--- src/hdl/joystick_cursor_conditioner_defines.svh ---
// assertion macros for the joystick cursor conditioner
// no dependencies; expects clk and arst_n in the scope that uses them
`ifndef JOYSTICK_CURSOR_CONDITIONER_DEFINES_SVH
`define JOYSTICK_CURSOR_CONDITIONER_DEFINES_SVH
`ifndef SYNTHESIS
// same-cycle implication
`define JCC_ASSERT_IMPL(lbl, ante, cons) \
	lbl: assert property (@(posedge clk) disable iff (!arst_n) (ante) |-> (cons)) \
		else $error("jcc: same-cycle check failed");
// next-cycle implication
`define JCC_ASSERT_NEXT(lbl, ante, cons) \
	lbl: assert property (@(posedge clk) disable iff (!arst_n) (ante) |=> (cons)) \
		else $error("jcc: next-cycle check failed");
`else
`define JCC_ASSERT_IMPL(lbl, ante, cons)
`define JCC_ASSERT_NEXT(lbl, ante, cons)
`endif
`endif

--- src/hdl/jcc_pkg.sv ---
// shared types and constants of the joystick cursor conditioner
// no dependencies
package jcc_pkg;

	localparam int SCREEN_WIDTH  = 320;
	localparam int SCREEN_HEIGHT = 240;

	localparam int ADC_W        = 12;
	localparam int ADC_TOP      = 4095;
	localparam int REL_DEAD     = 200;
	localparam int REL_DIV      = 200;
	localparam int REL_STEP_MAX = 3;
	localparam int BTN_STEP     = 4;
	localparam int ABS_DEAD     = 260;
	localparam int SMOOTH_OLD   = 7;
	localparam int SMOOTH_SHIFT = 3;
	localparam int MIN_SPAN     = 64;

	localparam int COL_W  = 9;
	localparam int ROW_W  = 8;
	localparam int SZ_W   = (COL_W > ROW_W) ? COL_W : ROW_W;
	localparam int BTN_W  = SZ_W + 2;
	localparam int SM_W   = ADC_W + SMOOTH_SHIFT;
	localparam int QUO_W  = SZ_W;
	localparam int NUM_W  = ADC_W + SZ_W + 1;
	localparam int CNT_W  = $clog2(QUO_W);
	localparam int STEP_W = 2;

	localparam int CFG_IDX_W  = 4;
	localparam int CFG_DATA_W = 12;

	typedef struct packed {
		logic [ADC_W-1:0] raw_x;
		logic [ADC_W-1:0] raw_y;
		logic             left_pressed;
		logic             right_pressed;
	} sample_t;

	typedef struct packed {
		logic [COL_W-1:0] pos_x;
		logic [ROW_W-1:0] pos_y;
	} cursor_t;

	typedef enum logic [CFG_IDX_W-1:0] {
		REG_ABS_MODE  = 4'd0,
		REG_CENTER_X  = 4'd1,
		REG_CENTER_Y  = 4'd2,
		REG_CAL_X_MIN = 4'd3,
		REG_CAL_X_MAX = 4'd4,
		REG_CAL_Y_MIN = 4'd5,
		REG_CAL_Y_MAX = 4'd6,
		REG_INVERT    = 4'd7
	} cfg_reg_t;

	typedef enum logic [2:0] {
		ST_IDLE,
		ST_PREP,
		ST_MUL,
		ST_DIV,
		ST_FIN,
		ST_REL,
		ST_OUT
	} state_t;

endpackage

--- src/hdl/jcc_divider.sv ---
// restoring divider, one quotient bit per cycle, shared by both axes
// depends on jcc_pkg
module jcc_divider import jcc_pkg::*; (
	input  logic             clk,
	input  logic             arst_n,
	input  logic             start,
	input  logic [NUM_W-1:0] num,
	input  logic [ADC_W-1:0] den,
	output logic             done,
	output logic [QUO_W-1:0] quo
);

	logic             busy_q;
	logic             done_q;
	logic [CNT_W-1:0] cnt_q;
	logic [NUM_W-1:0] rem_q;
	logic [QUO_W-1:0] quo_q;
	logic [NUM_W-1:0] trial;
	logic             fits;

	assign trial = NUM_W'(den) << cnt_q;
	assign fits  = rem_q >= trial;

	always_ff @(posedge clk or negedge arst_n) begin
		if (!arst_n) begin
			busy_q <= 1'b0;
			done_q <= 1'b0;
			cnt_q  <= '0;
		end else begin
			done_q <= busy_q && (cnt_q == '0);
			if (start) begin
				busy_q <= 1'b1;
				cnt_q  <= CNT_W'(QUO_W - 1);
			end else if (busy_q) begin
				if (cnt_q == '0) begin
					busy_q <= 1'b0;
				end else begin
					cnt_q <= cnt_q - 1'b1;
				end
			end
		end
	end

	// remainder and quotient, no reset needed
	always_ff @(posedge clk) begin
		if (start) begin
			rem_q <= num;
			quo_q <= '0;
		end else if (busy_q && fits) begin
			rem_q        <= rem_q - trial;
			quo_q[cnt_q] <= 1'b1;
		end
	end

	assign done = done_q;
	assign quo  = quo_q;

endmodule

--- src/hdl/joystick_cursor_conditioner.sv ---
// top level of the joystick cursor conditioner: config registers, sequencer, datapath
// depends on jcc_pkg, jcc_divider and joystick_cursor_conditioner_defines.svh
//
// usage
// - sample channel (sample_valid/sample_ready/sample): one word per joystick sample,
//   two 12-bit axis readings and two button levels
// - cursor channel (cursor_valid/cursor_ready/cursor): one word per sample with the
//   cursor column and row after that sample
// - cfg channel (cfg_valid/cfg_ready/cfg_index/cfg_data): register writes, always
//   ready; write only while no sample is in flight
// - absolute mode: each axis runs prep, multiply, the shared restoring divider and
//   finish, and the two axes take turns on that one divider
// - relative mode: the sequencer runs the relative move and then the output state
// - sample_ready is high only while the sequencer is idle
// - the cursor word sits in an output register; the next sample is taken while
//   it waits, and the sequencer holds in its last state only when a new result
//   is ready and the old word is still not taken
// - reset: registers go to their defaults, smoothing to mid scale, cursor to
//   mid screen, no cursor word pending
module joystick_cursor_conditioner import jcc_pkg::*; (
	input  logic                  clk,
	input  logic                  arst_n,
	input  logic                  sample_valid,
	output logic                  sample_ready,
	input  sample_t               sample,
	output logic                  cursor_valid,
	input  logic                  cursor_ready,
	output cursor_t               cursor,
	input  logic                  cfg_valid,
	output logic                  cfg_ready,
	input  logic [CFG_IDX_W-1:0]  cfg_index,
	input  logic [CFG_DATA_W-1:0] cfg_data
);

`include "joystick_cursor_conditioner_defines.svh"

	localparam logic [SZ_W-1:0] X_M1 = SZ_W'(SCREEN_WIDTH - 1);
	localparam logic [SZ_W-1:0] Y_M1 = SZ_W'(SCREEN_HEIGHT - 1);

	// configuration registers
	logic             abs_mode_q;
	logic [ADC_W-1:0] ctr_x_q, ctr_y_q;
	logic [ADC_W-1:0] cal_x_min_q, cal_x_max_q, cal_y_min_q, cal_y_max_q;
	logic [1:0]       invert_q;

	// item state
	logic [ADC_W-1:0] smooth_x_q, smooth_y_q;
	logic [COL_W-1:0] col_q;
	logic [ROW_W-1:0] row_q;
	sample_t          samp_q;

	// sequencer and per-axis working registers
	state_t           state_q, state_d;
	logic             on_y_q;
	logic [ADC_W-1:0] off_q;
	logic [ADC_W-1:0] span_q;
	logic             dead_q;
	logic             inv_q;

	logic             out_valid_q;
	cursor_t          out_q;

	logic             accept;
	logic             div_start;
	logic             div_done;
	logic [QUO_W-1:0] div_quo;
	logic             out_load;

	assign cfg_ready = 1'b1;
	assign accept    = sample_valid && sample_ready;

	// ---------------- configuration writes ----------------
	always_ff @(posedge clk or negedge arst_n) begin
		if (!arst_n) begin
			abs_mode_q  <= 1'b0;
			ctr_x_q     <= ADC_W'(2047);
			ctr_y_q     <= ADC_W'(2047);
			cal_x_min_q <= '0;
			cal_x_max_q <= ADC_W'(ADC_TOP);
			cal_y_min_q <= '0;
			cal_y_max_q <= ADC_W'(ADC_TOP);
			invert_q    <= '0;
		end else if (cfg_valid) begin
			unique case (cfg_index)
				REG_ABS_MODE:  abs_mode_q  <= cfg_data[0];
				REG_CENTER_X:  ctr_x_q     <= cfg_data[ADC_W-1:0];
				REG_CENTER_Y:  ctr_y_q     <= cfg_data[ADC_W-1:0];
				REG_CAL_X_MIN: cal_x_min_q <= cfg_data[ADC_W-1:0];
				REG_CAL_X_MAX: cal_x_max_q <= cfg_data[ADC_W-1:0];
				REG_CAL_Y_MIN: cal_y_min_q <= cfg_data[ADC_W-1:0];
				REG_CAL_Y_MAX: cal_y_max_q <= cfg_data[ADC_W-1:0];
				REG_INVERT:    invert_q    <= cfg_data[1:0];
				default: ;
			endcase
		end
	end

	// ---------------- smoothing: (7*old + raw) >> 3 ----------------
	logic [SM_W-1:0] sm_sum_x, sm_sum_y;

	assign sm_sum_x = SM_W'(smooth_x_q) * SM_W'(SMOOTH_OLD) + SM_W'(sample.raw_x);
	assign sm_sum_y = SM_W'(smooth_y_q) * SM_W'(SMOOTH_OLD) + SM_W'(sample.raw_y);

	// ---------------- axis select ----------------
	logic [ADC_W-1:0] rd_raw, rd_ctr, rd_a, rd_b;
	logic [SZ_W-1:0]  rd_m1;
	logic             rd_inv;

	always_comb begin
		if (on_y_q) begin
			rd_raw = smooth_y_q;
			rd_ctr = ctr_y_q;
			rd_a   = cal_y_min_q;
			rd_b   = cal_y_max_q;
			rd_m1  = Y_M1;
			rd_inv = invert_q[1];
		end else begin
			rd_raw = smooth_x_q;
			rd_ctr = ctr_x_q;
			rd_a   = cal_x_min_q;
			rd_b   = cal_x_max_q;
			rd_m1  = X_M1;
			rd_inv = invert_q[0];
		end
	end

	// ---------------- prep: order bounds, narrow span fallback, clamp, dead zone ----------------
	logic [ADC_W-1:0] lo_sw, hi_sw, span_sw, lo_c, hi_c, rc, ctr_gap;
	logic             narrow;

	always_comb begin
		lo_sw   = (rd_a > rd_b) ? rd_b : rd_a;
		hi_sw   = (rd_a > rd_b) ? rd_a : rd_b;
		span_sw = hi_sw - lo_sw;
		narrow  = span_sw < ADC_W'(MIN_SPAN);
		lo_c    = narrow ? '0 : lo_sw;
		hi_c    = narrow ? ADC_W'(ADC_TOP) : hi_sw;
		if (rd_raw < lo_c) begin
			rc = lo_c;
		end else if (rd_raw > hi_c) begin
			rc = hi_c;
		end else begin
			rc = rd_raw;
		end
		ctr_gap = (rc >= rd_ctr) ? (rc - rd_ctr) : (rd_ctr - rc);
	end

	// ---------------- multiply: numerator with half-span rounding ----------------
	logic [NUM_W-1:0] num_c;

	assign num_c = NUM_W'(off_q) * NUM_W'(rd_m1) + NUM_W'(span_q >> 1);

	jcc_divider u_div (
		.clk    (clk),
		.arst_n (arst_n),
		.start  (div_start),
		.num    (num_c),
		.den    (span_q),
		.done   (div_done),
		.quo    (div_quo)
	);

	// ---------------- finish: dead zone snap, inversion, clamp ----------------
	logic [SZ_W-1:0] mapped;

	always_comb begin
		if (dead_q) begin
			mapped = rd_m1 >> 1;
		end else if (inv_q) begin
			mapped = (div_quo > rd_m1) ? '0 : (rd_m1 - div_quo);
		end else begin
			mapped = (div_quo > rd_m1) ? rd_m1 : div_quo;
		end
	end

	// ---------------- relative move ----------------
	function automatic logic [SZ_W-1:0] rel_next(
		input logic [SZ_W-1:0]  pos,
		input logic [ADC_W-1:0] raw,
		input logic [ADC_W-1:0] ctr,
		input logic [SZ_W-1:0]  m1
	);
		logic signed [ADC_W:0]  diff;
		logic                   neg;
		logic [ADC_W-1:0]       mag;
		logic [STEP_W-1:0]      step;
		logic [BTN_W-1:0]       p;
		logic [SZ_W-1:0]        res;
		diff = $signed({1'b0, raw}) - $signed({1'b0, ctr});
		neg  = diff[ADC_W];
		mag  = neg ? ADC_W'(-diff) : ADC_W'(diff);
		if (mag < ADC_W'(REL_DEAD)) begin
			step = '0;
		end else if (mag >= ADC_W'(REL_STEP_MAX * REL_DIV)) begin
			step = STEP_W'(REL_STEP_MAX);
		end else if (mag >= ADC_W'(2 * REL_DIV)) begin
			step = STEP_W'(2);
		end else if (mag >= ADC_W'(REL_DIV)) begin
			step = STEP_W'(1);
		end else begin
			step = '0;
		end
		p = neg ? (BTN_W'(pos) - BTN_W'(step)) : (BTN_W'(pos) + BTN_W'(step));
		if ($signed(p) < 0) begin
			res = '0;
		end else if ($signed(p) > $signed(BTN_W'(m1))) begin
			res = m1;
		end else begin
			res = p[SZ_W-1:0];
		end
		return res;
	endfunction

	logic [SZ_W-1:0] rel_col, rel_row;

	assign rel_col = rel_next(SZ_W'(col_q), samp_q.raw_x, ctr_x_q, X_M1);
	assign rel_row = rel_next(SZ_W'(row_q), samp_q.raw_y, ctr_y_q, Y_M1);

	// ---------------- buttons: -4 / +4 on the column, then clamp ----------------
	logic [BTN_W-1:0] btn_sum;
	logic [COL_W-1:0] btn_col;

	always_comb begin
		btn_sum = BTN_W'(col_q)
			+ (samp_q.right_pressed ? BTN_W'(BTN_STEP) : '0)
			- (samp_q.left_pressed ? BTN_W'(BTN_STEP) : '0);
		if ($signed(btn_sum) < 0) begin
			btn_col = '0;
		end else if ($signed(btn_sum) > $signed(BTN_W'(SCREEN_WIDTH - 1))) begin
			btn_col = COL_W'(SCREEN_WIDTH - 1);
		end else begin
			btn_col = btn_sum[COL_W-1:0];
		end
	end

	// ---------------- sequencer ----------------
	always_comb begin
		state_d = state_q;
		unique case (state_q)
			ST_IDLE: begin
				if (sample_valid) begin
					state_d = abs_mode_q ? ST_PREP : ST_REL;
				end
			end
			ST_PREP: state_d = ST_MUL;
			ST_MUL:  state_d = ST_DIV;
			ST_DIV: begin
				if (div_done) begin
					state_d = ST_FIN;
				end
			end
			ST_FIN:  state_d = on_y_q ? ST_OUT : ST_PREP;
			ST_REL:  state_d = ST_OUT;
			ST_OUT: begin
				if (!out_valid_q || cursor_ready) begin
					state_d = ST_IDLE;
				end
			end
			default: state_d = ST_IDLE;
		endcase
	end

	always_comb begin
		sample_ready = (state_q == ST_IDLE);
		div_start    = (state_q == ST_MUL);
		out_load     = (state_q == ST_OUT) && (!out_valid_q || cursor_ready);
	end

	always_ff @(posedge clk or negedge arst_n) begin
		if (!arst_n) begin
			state_q     <= ST_IDLE;
			on_y_q      <= 1'b0;
			smooth_x_q  <= ADC_W'(2047);
			smooth_y_q  <= ADC_W'(2047);
			col_q       <= COL_W'(SCREEN_WIDTH / 2);
			row_q       <= ROW_W'(SCREEN_HEIGHT / 2);
			out_valid_q <= 1'b0;
		end else begin
			state_q <= state_d;
			if (accept) begin
				on_y_q <= 1'b0;
				if (abs_mode_q) begin
					smooth_x_q <= sm_sum_x[SM_W-1:SMOOTH_SHIFT];
					smooth_y_q <= sm_sum_y[SM_W-1:SMOOTH_SHIFT];
				end
			end
			if (state_q == ST_FIN) begin
				on_y_q <= 1'b1;
				if (on_y_q) begin
					row_q <= mapped[ROW_W-1:0];
				end else begin
					col_q <= mapped[COL_W-1:0];
				end
			end
			if (state_q == ST_REL) begin
				col_q <= rel_col[COL_W-1:0];
				row_q <= rel_row[ROW_W-1:0];
			end
			if (out_load) begin
				col_q       <= btn_col;
				out_valid_q <= 1'b1;
			end else if (cursor_ready) begin
				out_valid_q <= 1'b0;
			end
		end
	end

	// payload registers
	always_ff @(posedge clk) begin
		if (accept) begin
			samp_q <= sample;
		end
		if (state_q == ST_PREP) begin
			off_q  <= rc - lo_c;
			span_q <= hi_c - lo_c;
			dead_q <= ctr_gap <= ADC_W'(ABS_DEAD);
			inv_q  <= rd_inv;
		end
		if (out_load) begin
			out_q.pos_x <= btn_col;
			out_q.pos_y <= row_q;
		end
	end

	assign cursor_valid = out_valid_q;
	assign cursor       = out_q;

	// ---------------- checks ----------------
	`JCC_ASSERT_IMPL(a_done_in_div, div_done, state_q == ST_DIV)
	`JCC_ASSERT_NEXT(a_accept_leaves_idle, accept, state_q != ST_IDLE)
	`JCC_ASSERT_IMPL(a_col_range, 1'b1, col_q <= COL_W'(SCREEN_WIDTH - 1))
	`JCC_ASSERT_IMPL(a_row_range, 1'b1, row_q <= ROW_W'(SCREEN_HEIGHT - 1))

endmodule

--- config.mk ---
export PLATFORM = sky130hd
export DESIGN_NAME = joystick_cursor_conditioner
export DESIGN_NICKNAME = d
export VERILOG_FILES = /design/src/hdl/jcc_pkg.sv /design/src/hdl/jcc_divider.sv /design/src/hdl/joystick_cursor_conditioner.sv
export VERILOG_INCLUDE_DIRS = /design/src /design/src/hdl
export SDC_FILE = /design/constraint.sdc
export NUM_CORES = 1
export LEC_CHECK = 0
export BUFFER_PORTS_ARGS = -buffer_cell sky130_fd_sc_hd__buf_2
export CAP_MARGIN = 40
export CORE_MARGIN = 5
export CORE_UTILIZATION = 45
export DETAILED_ROUTE_END_ITERATION = 8
export PLACE_DENSITY_LB_ADDON = 0.15
export REMOVE_ABC_BUFFERS = 1
export SLEW_MARGIN = 10
export SYNTH_ARGS = -nofsm -noshare
export SYNTH_HDL_FRONTEND = slang
export SYNTH_HIERARCHICAL = 1
export SYNTH_SLANG_ARGS = --single-unit
--- constraint.sdc ---
create_clock -name clk -period 30.5 [get_ports clk]
set_clock_uncertainty 0.05 [all_clocks]
set_input_delay 1.525 -clock clk [delete_from_list [all_inputs] [get_ports clk]]
set_output_delay 1.525 -clock clk [all_outputs]
set_load 0.01 [all_outputs]
-- Word-level counts from Yosys, hierarchy flattened
Index checks and enable logic that the tools add are counted.
- bits in registers: 227
- output and inout port bits: 20
- word-level logic and storage cells: 192
- $add $sub $neg: 21
- multiply operators: 3
- $lt $le $gt $ge: 24
- eq/ne operators: 18
- shift-type cells: 1
- muxes and demuxes: 64
- bitwise logic cells: 1
- reductions and logical operators: 30
- operators with widths (kind ; number):
    12-bit 2-to-1 mux ; 13
    9-bit 2-to-1 mux ; 13
    12-bit subtractor ; 5
    22-bit 2-to-1 mux ; 2
    8-bit 2-to-1 mux ; 5
    11-bit by 1-bit < comparator with 1-bit output (second input constant) ; 3
    15-bit by 12-bit adder with 15-bit output ; 2
    12-bit by 3-bit multiplier with 15-bit output (second input constant) ; 2
    12-bit by 12-bit subtractor with 13-bit output ; 2
    12-bit by 10-bit greater-or-equal comparator with 1-bit output (second input constant) ; 2
    12-bit by 8-bit greater-or-equal comparator with 1-bit output (second input constant) ; 2
    12-bit by 9-bit greater-or-equal comparator with 1-bit output (second input constant) ; 2
    12-bit greater-than comparator ; 2
    12-bit by 8-bit < comparator with 1-bit output (second input constant) ; 2
    12-bit negation ; 2
    2-bit AND reduction ; 12
    21-bit by 11-bit adder with 22-bit output ; 1
    22-bit greater-or-equal comparator ; 1
    11-bit by 10-bit greater-than comparator with 1-bit output (second input constant) ; 2
    11-bit 2-to-1 mux ; 2
    12-bit by 4-bit left shift with 22-bit output ; 1
    22-bit subtractor ; 1
    12-bit by 9-bit multiplier with 21-bit output ; 1
    3-bit 2-to-1 mux ; 7
    39 further kinds ; 75

-- Logic depth before layout (Yosys ltp)
Gate-level depths: netlist of run 1.
- word-level depth: 15
- depth in mapped cells: 51
- mapped depth without buffers: 43

-- Modules after synthesis
Netlist of run 1, hierarchy kept.
- by module, submodules not included (module ; instances ; cells each ; area each (µm²) ; sequential area each (µm²)):
    joystick_cursor_conditioner ; 1 ; 2053 ; 19705.1 ; 5192.5
    jcc_divider ; 1 ; 378 ; 3286.9 ; 991.0

-- Worst setup path before layout of run 1
OpenSTA, ideal clock, no wires.
- path kind: reg-to-reg
- from: register on_y_q
- to: register dead_q (data pin)
- setup time: 170 ps
- arrival: 10605 ps
- slack: 19675 ps
- cell stages (with the launch flop): 44
- clock period less this slack: 10825 ps
- cells stage by stage: dfrtp_1 -> buf_2 -> buf_2 -> buf_2 -> buf_1 -> clkbuf_1 -> mux2_2 -> ha_1 -> nand2_1 -> or4_1 -> buf_4 -> a221oi_2 -> a211oi_1 -> o21ba_1 -> or4_4 -> a221oi_4 -> nand2_4 -> clkbuf_1 -> [... 8 more ...] -> nand2b_1 -> nor2b_1 -> o22a_1 -> mux2i_1 -> mux2i_1 -> mux2i_1 -> ha_1 -> nor2b_1 -> or2_2 -> nand3_1 -> o221ai_1 -> or3b_4 -> a31o_1 -> nor2b_4 -> o22ai_2 -> o21ai_2 -> or4b_4 -> a311oi_2
- word-level cells in the longest chain between the ends: 12
- RTL lines (element ; line ; RTL):
    from (decl) ; joystick_cursor_conditioner.sv:54 ; logic on_y_q;
    from (signal assigned) ; joystick_cursor_conditioner.sv:272 ; on_y_q <= 1'b0;
    from (signal assigned) ; joystick_cursor_conditioner.sv:281 ; on_y_q <= 1'b0;
    from (signal assigned) ; joystick_cursor_conditioner.sv:288 ; on_y_q <= 1'b1;
    12-bit 2-to-1 mux ; joystick_cursor_conditioner.sv:110 ; if (on_y_q) begin
    12-bit greater-than comparator ; joystick_cursor_conditioner.sv:132, joystick_cursor_conditioner.sv:133 ;
    12-bit 2-to-1 mux, on equally long branches ; joystick_cursor_conditioner.sv:133, joystick_cursor_conditioner.sv:132 ;
    12-bit subtractor ; joystick_cursor_conditioner.sv:134 ; span_sw = hi_sw - lo_sw;
    12-bit by 7-bit < comparator with 1-bit output ; joystick_cursor_conditioner.sv:135 ; narrow = span_sw < ADC_W'(MIN_SPAN);
    12-bit 2-to-1 mux ; joystick_cursor_conditioner.sv:137 ; hi_c = narrow ? ADC_W'(ADC_TOP) : hi_sw;
    12-bit greater-than comparator ; joystick_cursor_conditioner.sv:140 ; end else if (rd_raw > hi_c) begin
    12-bit 2-to-1 mux ; joystick_cursor_conditioner.sv:140 ;
    12-bit 2-to-1 mux ; joystick_cursor_conditioner.sv:138 ; if (rd_raw < lo_c) begin
    12-bit subtractor or 12-bit greater-or-equal comparator (tied branches) ; joystick_cursor_conditioner.sv:145 ; ctr_gap = (rc >= rd_ctr) ? (rc - rd_ctr) : (rd_ctr - rc);
    12-bit 2-to-1 mux * ; joystick_cursor_conditioner.sv:145 ;
    12-bit by 9-bit <= comparator with 1-bit output * ; joystick_cursor_conditioner.sv:316 ; dead_q <= ctr_gap <= ADC_W'(ABS_DEAD);
    to (signal assigned) ; joystick_cursor_conditioner.sv:316 ;
    to (decl) ; joystick_cursor_conditioner.sv:57 ; logic dead_q;
Every way passes the cells marked *; elsewhere a longest branch is shown, timed or not.
A chain may end at the register's enable or synchronous reset.

-- Worst setup path in the final report of run 1
Same ends and word-level chain as after synthesis.

==> results of run 1 <==
power breakdown:
| group | internal (W) | switching (W) |
|---|---|---|
| combinational | 0.000304 | 0.000462 |
| clock | 0.000208 | 0.000142 |
| sequential | 0.000373 | 0.0000168 |
| total | 0.000886 | 0.000621 |
metrics by stage:
step / cell area (µm²) / worst slack (ns)
3_3_place_gp: 24000 / 19.14
2_1_floorplan: 22700 / 19.36
6_report: 25000 / 18.76
4_1_cts: 25000 / 18.83
5_1_grt: 25000 / 18.05
3_5_place_dp: 24100 / 18.86
synthesized netlist by cell type (21+ instances only):
| library cell | count | share of area, % |
|---|---|---|
| a21oi_1 | 175 | 3.8 |
| o21ai_0 | 136 | 3.0 |
| inv_1 | 231 | 3.8 |
| mux2_2 | 111 | 5.4 |
| o21bai_1 | 36 | 1.2 |
| mux2i_1 | 57 | 2.5 |
| or2_2 | 21 | 0.57 |
| xnor2_1 | 82 | 3.1 |
| nor3_1 | 22 | 0.48 |
| a21o_1 | 36 | 1.2 |
| ha_1 | 262 | 14 |
| dfstp_2 | 74 | 8.5 |
| nand2_1 | 215 | 3.5 |
| xor2_1 | 62 | 2.4 |
| nor2b_1 | 35 | 0.95 |
| clkbuf_1 | 55 | 0.90 |
| dfrtp_1 | 53 | 5.8 |
| nand3_1 | 44 | 0.96 |
| nor2_1 | 152 | 2.5 |
| fa_1 | 121 | 11 |
| edfxtp_1 | 91 | 12 |
cells in the final DEF, fill, tap and decap left out, drive strengths merged, types with 9 or more instances in the layout:
| cell | instances |
|---|---|
| ha | 262 |
| inv | 235 |
| nand2 | 217 |
| a21oi | 178 |
| nor2 | 153 |
| o21ai | 144 |
| fa | 121 |
| mux2 | 112 |
| edfxtp | 91 |
| buf | 86 |
| xnor2 | 82 |
| dfstp | 74 |
| xor2 | 62 |
| mux2i | 57 |
| dfrtp | 53 |
| nand3 | 44 |
| clkbuf | 39 |
| a21o | 36 |
| o21bai | 36 |
| nor2b | 36 |
| nor3 | 22 |
| or2 | 21 |
| and2 | 20 |
| a31oi | 20 |
| and3 | 19 |
| nand2b | 18 |
| o211ai | 17 |
| nand4 | 15 |
| o21a | 15 |
| o22ai | 14 |
| o31ai | 13 |
| a21boi | 12 |
| a211oi | 11 |
| nor3b | 11 |
| a22oi | 10 |
| dfxtp | 9 |
registers in the layout, summed over array words and instances (netlist names), 2 cells and up:
signal / flops
samp_q: 26
u_div/rem_q: 22
cursor: 17
cal_x_max_q: 12
cal_x_min_q: 12
cal_y_max_q: 12
cal_y_min_q: 12
ctr_x_q: 12
ctr_y_q: 12
off_q: 12
smooth_x_q: 12
smooth_y_q: 12
span_q: 12
col_q: 9
u_div/quo: 9
row_q: 8
u_div/cnt_q: 4
state_q: 3
invert_q: 2
worst max path at each step:
stage                                  start                to  slack (ns)  depth (start not counted)
after floorplan           on_y_q$_DFFE_PN0P_  dead_q$_DFFE_PN_       19.36                         36
after global placement    on_y_q$_DFFE_PN0P_  dead_q$_DFFE_PN_       19.14                         35
after detailed placement  on_y_q$_DFFE_PN0P_  dead_q$_DFFE_PN_       18.86                         35
after CTS                 on_y_q$_DFFE_PN0P_  dead_q$_DFFE_PN_       18.83                         35
after global routing      on_y_q$_DFFE_PN0P_  dead_q$_DFFE_PN_       18.05                         35
final                     on_y_q$_DFFE_PN0P_  dead_q$_DFFE_PN_       18.76                         35
logic make-up after synthesis:
logic type / synth area share, %
adders and majority gates: 25.0
AOI/OAI and AO/OA: 16.1
other: 0.0163
and+or+nand+nor: 12.7
muxes: 8.57
buffers and inverters: 5.22
xor gates and xnor gates: 5.49
DFF: 26.9
final cells by class:
| class | count | area [µm²] |
|---|---|---|
| Sequential cell | 227 | 6190 |
| Timing Repair Buffer | 86 | 524 |
| Fill cell | 4747 | 25300 |
| Clock buffer | 39 | 793 |
| Inverter | 235 | 882 |
| Clock inverter | 15 | 176 |
| Tap cell | 672 | 841 |
| Multi-Input combinational cell | 1892 | 15600 |
routing by layer:
| metal | global-route usage (%) | routed length [µm] |
|---|---|---|
| met4 | 4.57 | 1370 |
| met5 | 0 | 7 |
| met1 | 29.6 | 28200 |
| met2 | 34.6 | 27200 |
| met3 | 2.57 | 2180 |
critical path: cells and delay by family (launching register included):
family / cells / cell delay [ns]
simple gates: 14 / 3.96
compound gates: 11 / 3.18
mux: 5 / 1.56
fa+ha+maj: 3 / 1.11
buf+inv: 2 / 0.89
flops: 1 / 0.71
==> summary.md, run 1 <==
| Metric | Value |
|---|---|
| Drt first pass iters | `5` |
| Postcts setup bufs | `0` |
| Yosys reg bits | `227` |
| Ys flop type | `edfxtp_1` |
| Routed via count | `17461` |
| Io pins | `67` |
| Longest Clk Path Bufs | `3` |
| # resized after CTS | `0` |
| CTS root buf | `clkbuf_16` |
| Dpl cells | `3112` |
| Crit-path max cell delay | `0.71 ns` |
| Tmin final | `11.74 ns` |
| Global placement routability congestion | `0.902` |
| R2R Setup Slk | `18.76 ns` |
| Non-Filler Instances | `3166` |
| Max Slew Vio Count | `0` |
| Status | `finished clean` |
| Detailed Route WL | `59.0 mm` |
| Rel. slew slack | `36.1%` |
| Detailed Place HPWL | `47.2 mm` |
| Num CTS Buffers | `29` |
| Routed Antenna Nets | `0` |
| Critical Path Start Type | `register` |
| Peak supply drop | `0.0000472 V` |
| Slew @ Worst Pin | `0.957 ns` |
| WP data required | `30.86 ns` |
| Setup CP Type | `register to register` |
| Total grt overflow | `0` |
| RR Startpoint | `on_y_q$_DFFE_PN0P_` |
| H-Tree Depth | `1` |
| Synthesized cell area | `23000 µm²` |
| Pwr dens | `60.2 nW/µm²` |
| Peak Freq | `85.2 MHz` |
| Die Area | `55700 µm²` |
| Register area share after synthesis | `26.9%` |
| Hold buffers post-CTS | `0` |
| RSZ-0062 raised after global routing | `false` |
| Final Hold Fails | `0` |
| Period utilization | `38.5%` |
| Starting Density | `45.6%` |
| Ys async rst share | `55.9%` |
| Antenna Cells | `0` |
| CTS sink cnt | `227` |
| Vias per std cell | `5.52` |
| Core Util, Final | `49.7%` |
| DRT iter0 DRCs | `997` |
| Setup crit end kind | `register` |
| Count of cell types in the netlist | `108` |
| Area grow syn2layout | `8.89%` |
| R2r endpoint | `dead_q$_DFFE_PN_` |
| Most used cell, CP | `nor2_1` |
| Post-synth EDFFs | `91` |
| Setup Viol. Count Final | `0` |
| Leak | `11.3 nW` |
| Chip Width | `236 µm` |
| Hold_sp | `u_div/quo[7]$_SDFFE_PP0P_` |
| Hold Slack | `0.419 ns` |
| R2R depth | `35` |
| Final #Nets | `2901` |
| Residual DRC | `0` |
| CP max-delay cell | `dfrtp_4` |
| WHS Path Cells | `1` |
| Die height | `236 µm` |
| Clock Latency Late Sink | `0.58 ns` |
| First-pass GRT wire length | `95.9 mm` |
| Routed WL per cell | `18.6 µm` |
| YS warnings | `6` |
| Core ar. | `50400 µm²` |
| Initial antenna violation count | `1` |
| Share of cells above drive strength 1 | `15.6%` |
| Max-Cap Viols | `0` |
| Clock transition at path regs | `0.06 ns` |
| Vias in the first global route | `17474` |
| Critical-path maximum fanout | `53` |
| Worst Path Arrival | `12.10 ns` |
| Worst Hold Class | `register to register` |
| Synth Area per Inst | `9.46 µm²` |
| Min-Delay Endpoint | `u_div/quo[7]$_SDFFE_PP0P_` |
| TNS Setup | `0 ns` |
| Total GRT Usage | `20.9%` |
| Syn Inst Count | `2431` |
| CTS tree | `built` |
| Final total power | `0.00151 W` |
| Port bufs | `65` |
| Row cnt | `82` |
| Maximum number of pins on one net before global-route repair | `54` |
Power figures use the tool's default switching activity.
==> run 2: changes to the inputs <==
Clock period 30.5 ns to 12.15 ns, I/O delays scaled along.
==> summary.md, run 2 (synthesis gave the netlist of run 1 again) <==
| Metric | Value |
|---|---|
| Status | `finished clean (unchanged)` |
| Row cnt | `82 (unchanged)` |
| Gr busiest metal | `met2 (unchanged)` |
| Initial antenna violation count | `0 (was 1)` |
| Largest register by flop count | `samp_q (unchanged)` |
| Critical Path Start Type | `register (unchanged)` |
| CTS sink cnt | `227 (unchanged)` |
| Die Area | `55700 µm² (unchanged)` |
| Met1 Use GR | `30.0% (was 29.6%)` |
| Max FFs per register | `26 (unchanged)` |
| CTS root buf | `clkbuf_16 (unchanged)` |
| Setup crit end kind | `register (unchanged)` |
| Setup Viol. Count Final | `0 (unchanged)` |
| CP max-delay cell | `dfrtp_4 (unchanged)` |
| Final Hold Fails | `0 (unchanged)` |
| Drt first pass iters | `5 (unchanged)` |
| Max Slew Vio Count | `0 (unchanged)` |
| Port bufs | `65 (unchanged)` |
| Core ar. | `50400 µm² (unchanged)` |
| Antenna Cells | `0 (unchanged)` |
| Register area | `6190 µm² (unchanged)` |
| Routed via count | `17642 (was 17461)` |
| Placed Area | `24100 µm² (about the same)` |
| Crit-path max cell delay | `0.88 ns (was 0.71 ns)` |
| Most frequent cells in the layout | `ha_1 (262), inv_1 (231), nand2_1 (215) (unchanged)` |
| Num CTS Buffers | `28 (was 29)` |
| Peak Freq | `89.6 MHz (was 85.2 MHz)` |
| Global placement routability congestion | `0.939 (was 0.902)` |
| Final #Nets | `2902 (was 2901)` |
| CTS tree | `built (unchanged)` |
| Detailed Place HPWL | `47.6 mm (was 47.2 mm)` |
| Vias in the first global route | `17734 (was 17474)` |
| Chip Width | `236 µm (unchanged)` |
| Period utilization | `91.9% (was 38.5%)` |
| Fillers | `4771 (was 4747)` |
| Most common cell after layout, fill and taps aside | `ha_1 (unchanged)` |
| Peak supply drop | `0.000124 V (was 0.0000472 V)` |
| Maximum number of pins on one net before global-route repair | `69 (was 54)` |
| CP bufs+invs | `2 (unchanged)` |
| Clock Latency Late Sink | `0.57 ns (was 0.58 ns)` |
| Tmin final | `11.16 ns (was 11.74 ns)` |
| Pwr dens | `151 nW/µm² (was 60.2 nW/µm²)` |
| Worst Path Arrival | `11.51 ns (was 12.10 ns)` |
| Starting Density | `45.6% (unchanged)` |
| Worst Hold Class | `input port to register (was register to register)` |
| Fin area | `25100 µm² (was 25000 µm²)` |
| Area grow syn2layout | `9.21% (was 8.89%)` |
| Total GRT Usage | `21.0% (was 20.9%)` |
| Hold Slack | `0.169 ns (was 0.419 ns)` |
| M3 GR Usage | `1.81% (was 2.57%)` |
| Detailed Route WL | `59.8 mm (was 59.0 mm)` |
| DRT iter0 DRCs | `1198 (was 997)` |
| Rel. slew slack | `33.2% (was 36.1%)` |
| Longest Clk Path Bufs | `3 (unchanged)` |
| Clock transition at path regs | `0.06 ns (about the same)` |
| Leak | `11.3 nW (about the same)` |
| Delay-heaviest family, CP | `simple AND/OR/NAND/NOR gates (unchanged)` |
| Total grt overflow | `0 (unchanged)` |
| TNS Setup | `0 ns (unchanged)` |
| Share of cells above drive strength 1 | `15.6% (unchanged)` |
| RSZ-0062 raised after global routing | `false (unchanged)` |
| Io pins | `67 (unchanged)` |
| WP data required | `12.49 ns (was 30.86 ns)` |
| Vias per std cell | `5.57 (was 5.52)` |
| Critical-path maximum fanout | `50 (was 53)` |
| Most used cell, CP | `mux2i_1 (was nor2_1)` |
| Max-Cap Viols | `0 (unchanged)` |
| Routed Antenna Nets | `0 (unchanged)` |
| Residual DRC | `0 (unchanged)` |
| Setup CP Type | `register to register (unchanged)` |
| Area occupied by multi-input gates | `15600 µm² (unchanged)` |
| # resized after CTS | `0 (unchanged)` |
| H-Tree Depth | `1 (unchanged)` |
| Met2 GRT Util | `34.9% (was 34.6%)` |
| Die height | `236 µm (unchanged)` |
| Routed WL per cell | `18.9 µm (was 18.6 µm)` |
| First-pass GRT wire length | `96.4 mm (was 95.9 mm)` |
| Slew @ Worst Pin | `1.00 ns (was 0.957 ns)` |
[run 2: cell count changes in the layout (fill, tap and decap cells not counted)]
cell,previous run,this run
buf_2,66,65
clkinvlp_4,4,0
buf_4,17,19
clkbuf_1,7,6
bufinv_16,3,2
inv_4,1,0
dlygate4sd3_1,0,1
clkbuf_8,3,6
clkinv_4,3,2
clkbuf_16,29,33
inv_6,1,0
[run 2: final timing paths]
| kind | endpoint | slack, ns | start | cells after the start |
|---|---|---|---|---|
| setup reg to reg | dead_q$_DFFE_PN_ | 0.99 | on_y_q$_DFFE_PN0P_ | 33 |
| min in group asynchronous | row_q[1]$_DFFE_PN0P_ | 0.56 | arst_n | 2 |
| setup / recovery | dead_q$_DFFE_PN_ | 0.99 | on_y_q$_DFFE_PN0P_ | 33 |
| max in group asynchronous | cal_y_max_q[2]$_DFFE_PN1P_ | 10.51 | arst_n | 4 |
| hold reg to reg | u_div/quo[0]$_SDFFE_PP0P_ | 0.43 | u_div/quo[0]$_SDFFE_PP0P_ | 1 |
| hold / removal | samp_q[1]$_DFFE_PP_ | 0.17 | sample[1] | 1 |
[run 2: timing repair]
item | in CTS | in global routing
buffers inserted | 0 | 0
endpoints found under the setup margin | 0 | 0
hold buffers | 1 | 0
hold endpoints to repair | 22 | 0
[run 2: where the power goes]
group	total (W)	internal (W)	switching, W	leakage, nW
logic	0.00191	0.000762	0.00115	8.50
registers	0.000981	0.000937	0.0000443	2.31
clock network	0.000912	0.000566	0.000346	0.505
[run 2: worst register-to-register path: cells and delay by family, from the launching register on]
family	cells	cell delay (ns)
AND/OR/NAND/NOR	15	5.01
multiplexers	5	1.52
adder cells (fa/ha/maj)	3	1.13
AO/OA/AOI/OAI	8	2.00
buffers and inverters	2	0.40
flip-flops	1	0.88
[run 2: cell type report]
cell class | count | area share, %
multi-input combinational | 1892 | 62.3
tap | 672 | 3.35
sequential | 227 | 24.6
clock inverter | 7 | 0.369
inverter | 235 | 3.51
clock buffer | 45 | 3.71
timing repair buffer | 88 | 2.17
[run 2: stage by stage]
stage | total power [W] | setup slack, ns | instances | utilization, %
floorplan | 0.00239 | 1.01 | 2354 | -
global placement | 0.00285 | 1.49 | 3107 | 47.6
detailed placement | 0.00288 | 1.18 | 3113 | 47.8
CTS | 0.00381 | 1.17 | 3166 | 49.8
global route | 0.00407 | 0.326 | 3166 | 49.8
finish | 0.00380 | 0.986 | 3166 | 49.8
[run 2: layer usage]
metal,vias to the layer above,part of all wire (%)
li1,8653,-
met1,8582,48
met2,329,47
met3,78,3.0
met4,0,2.6
met5,-,0
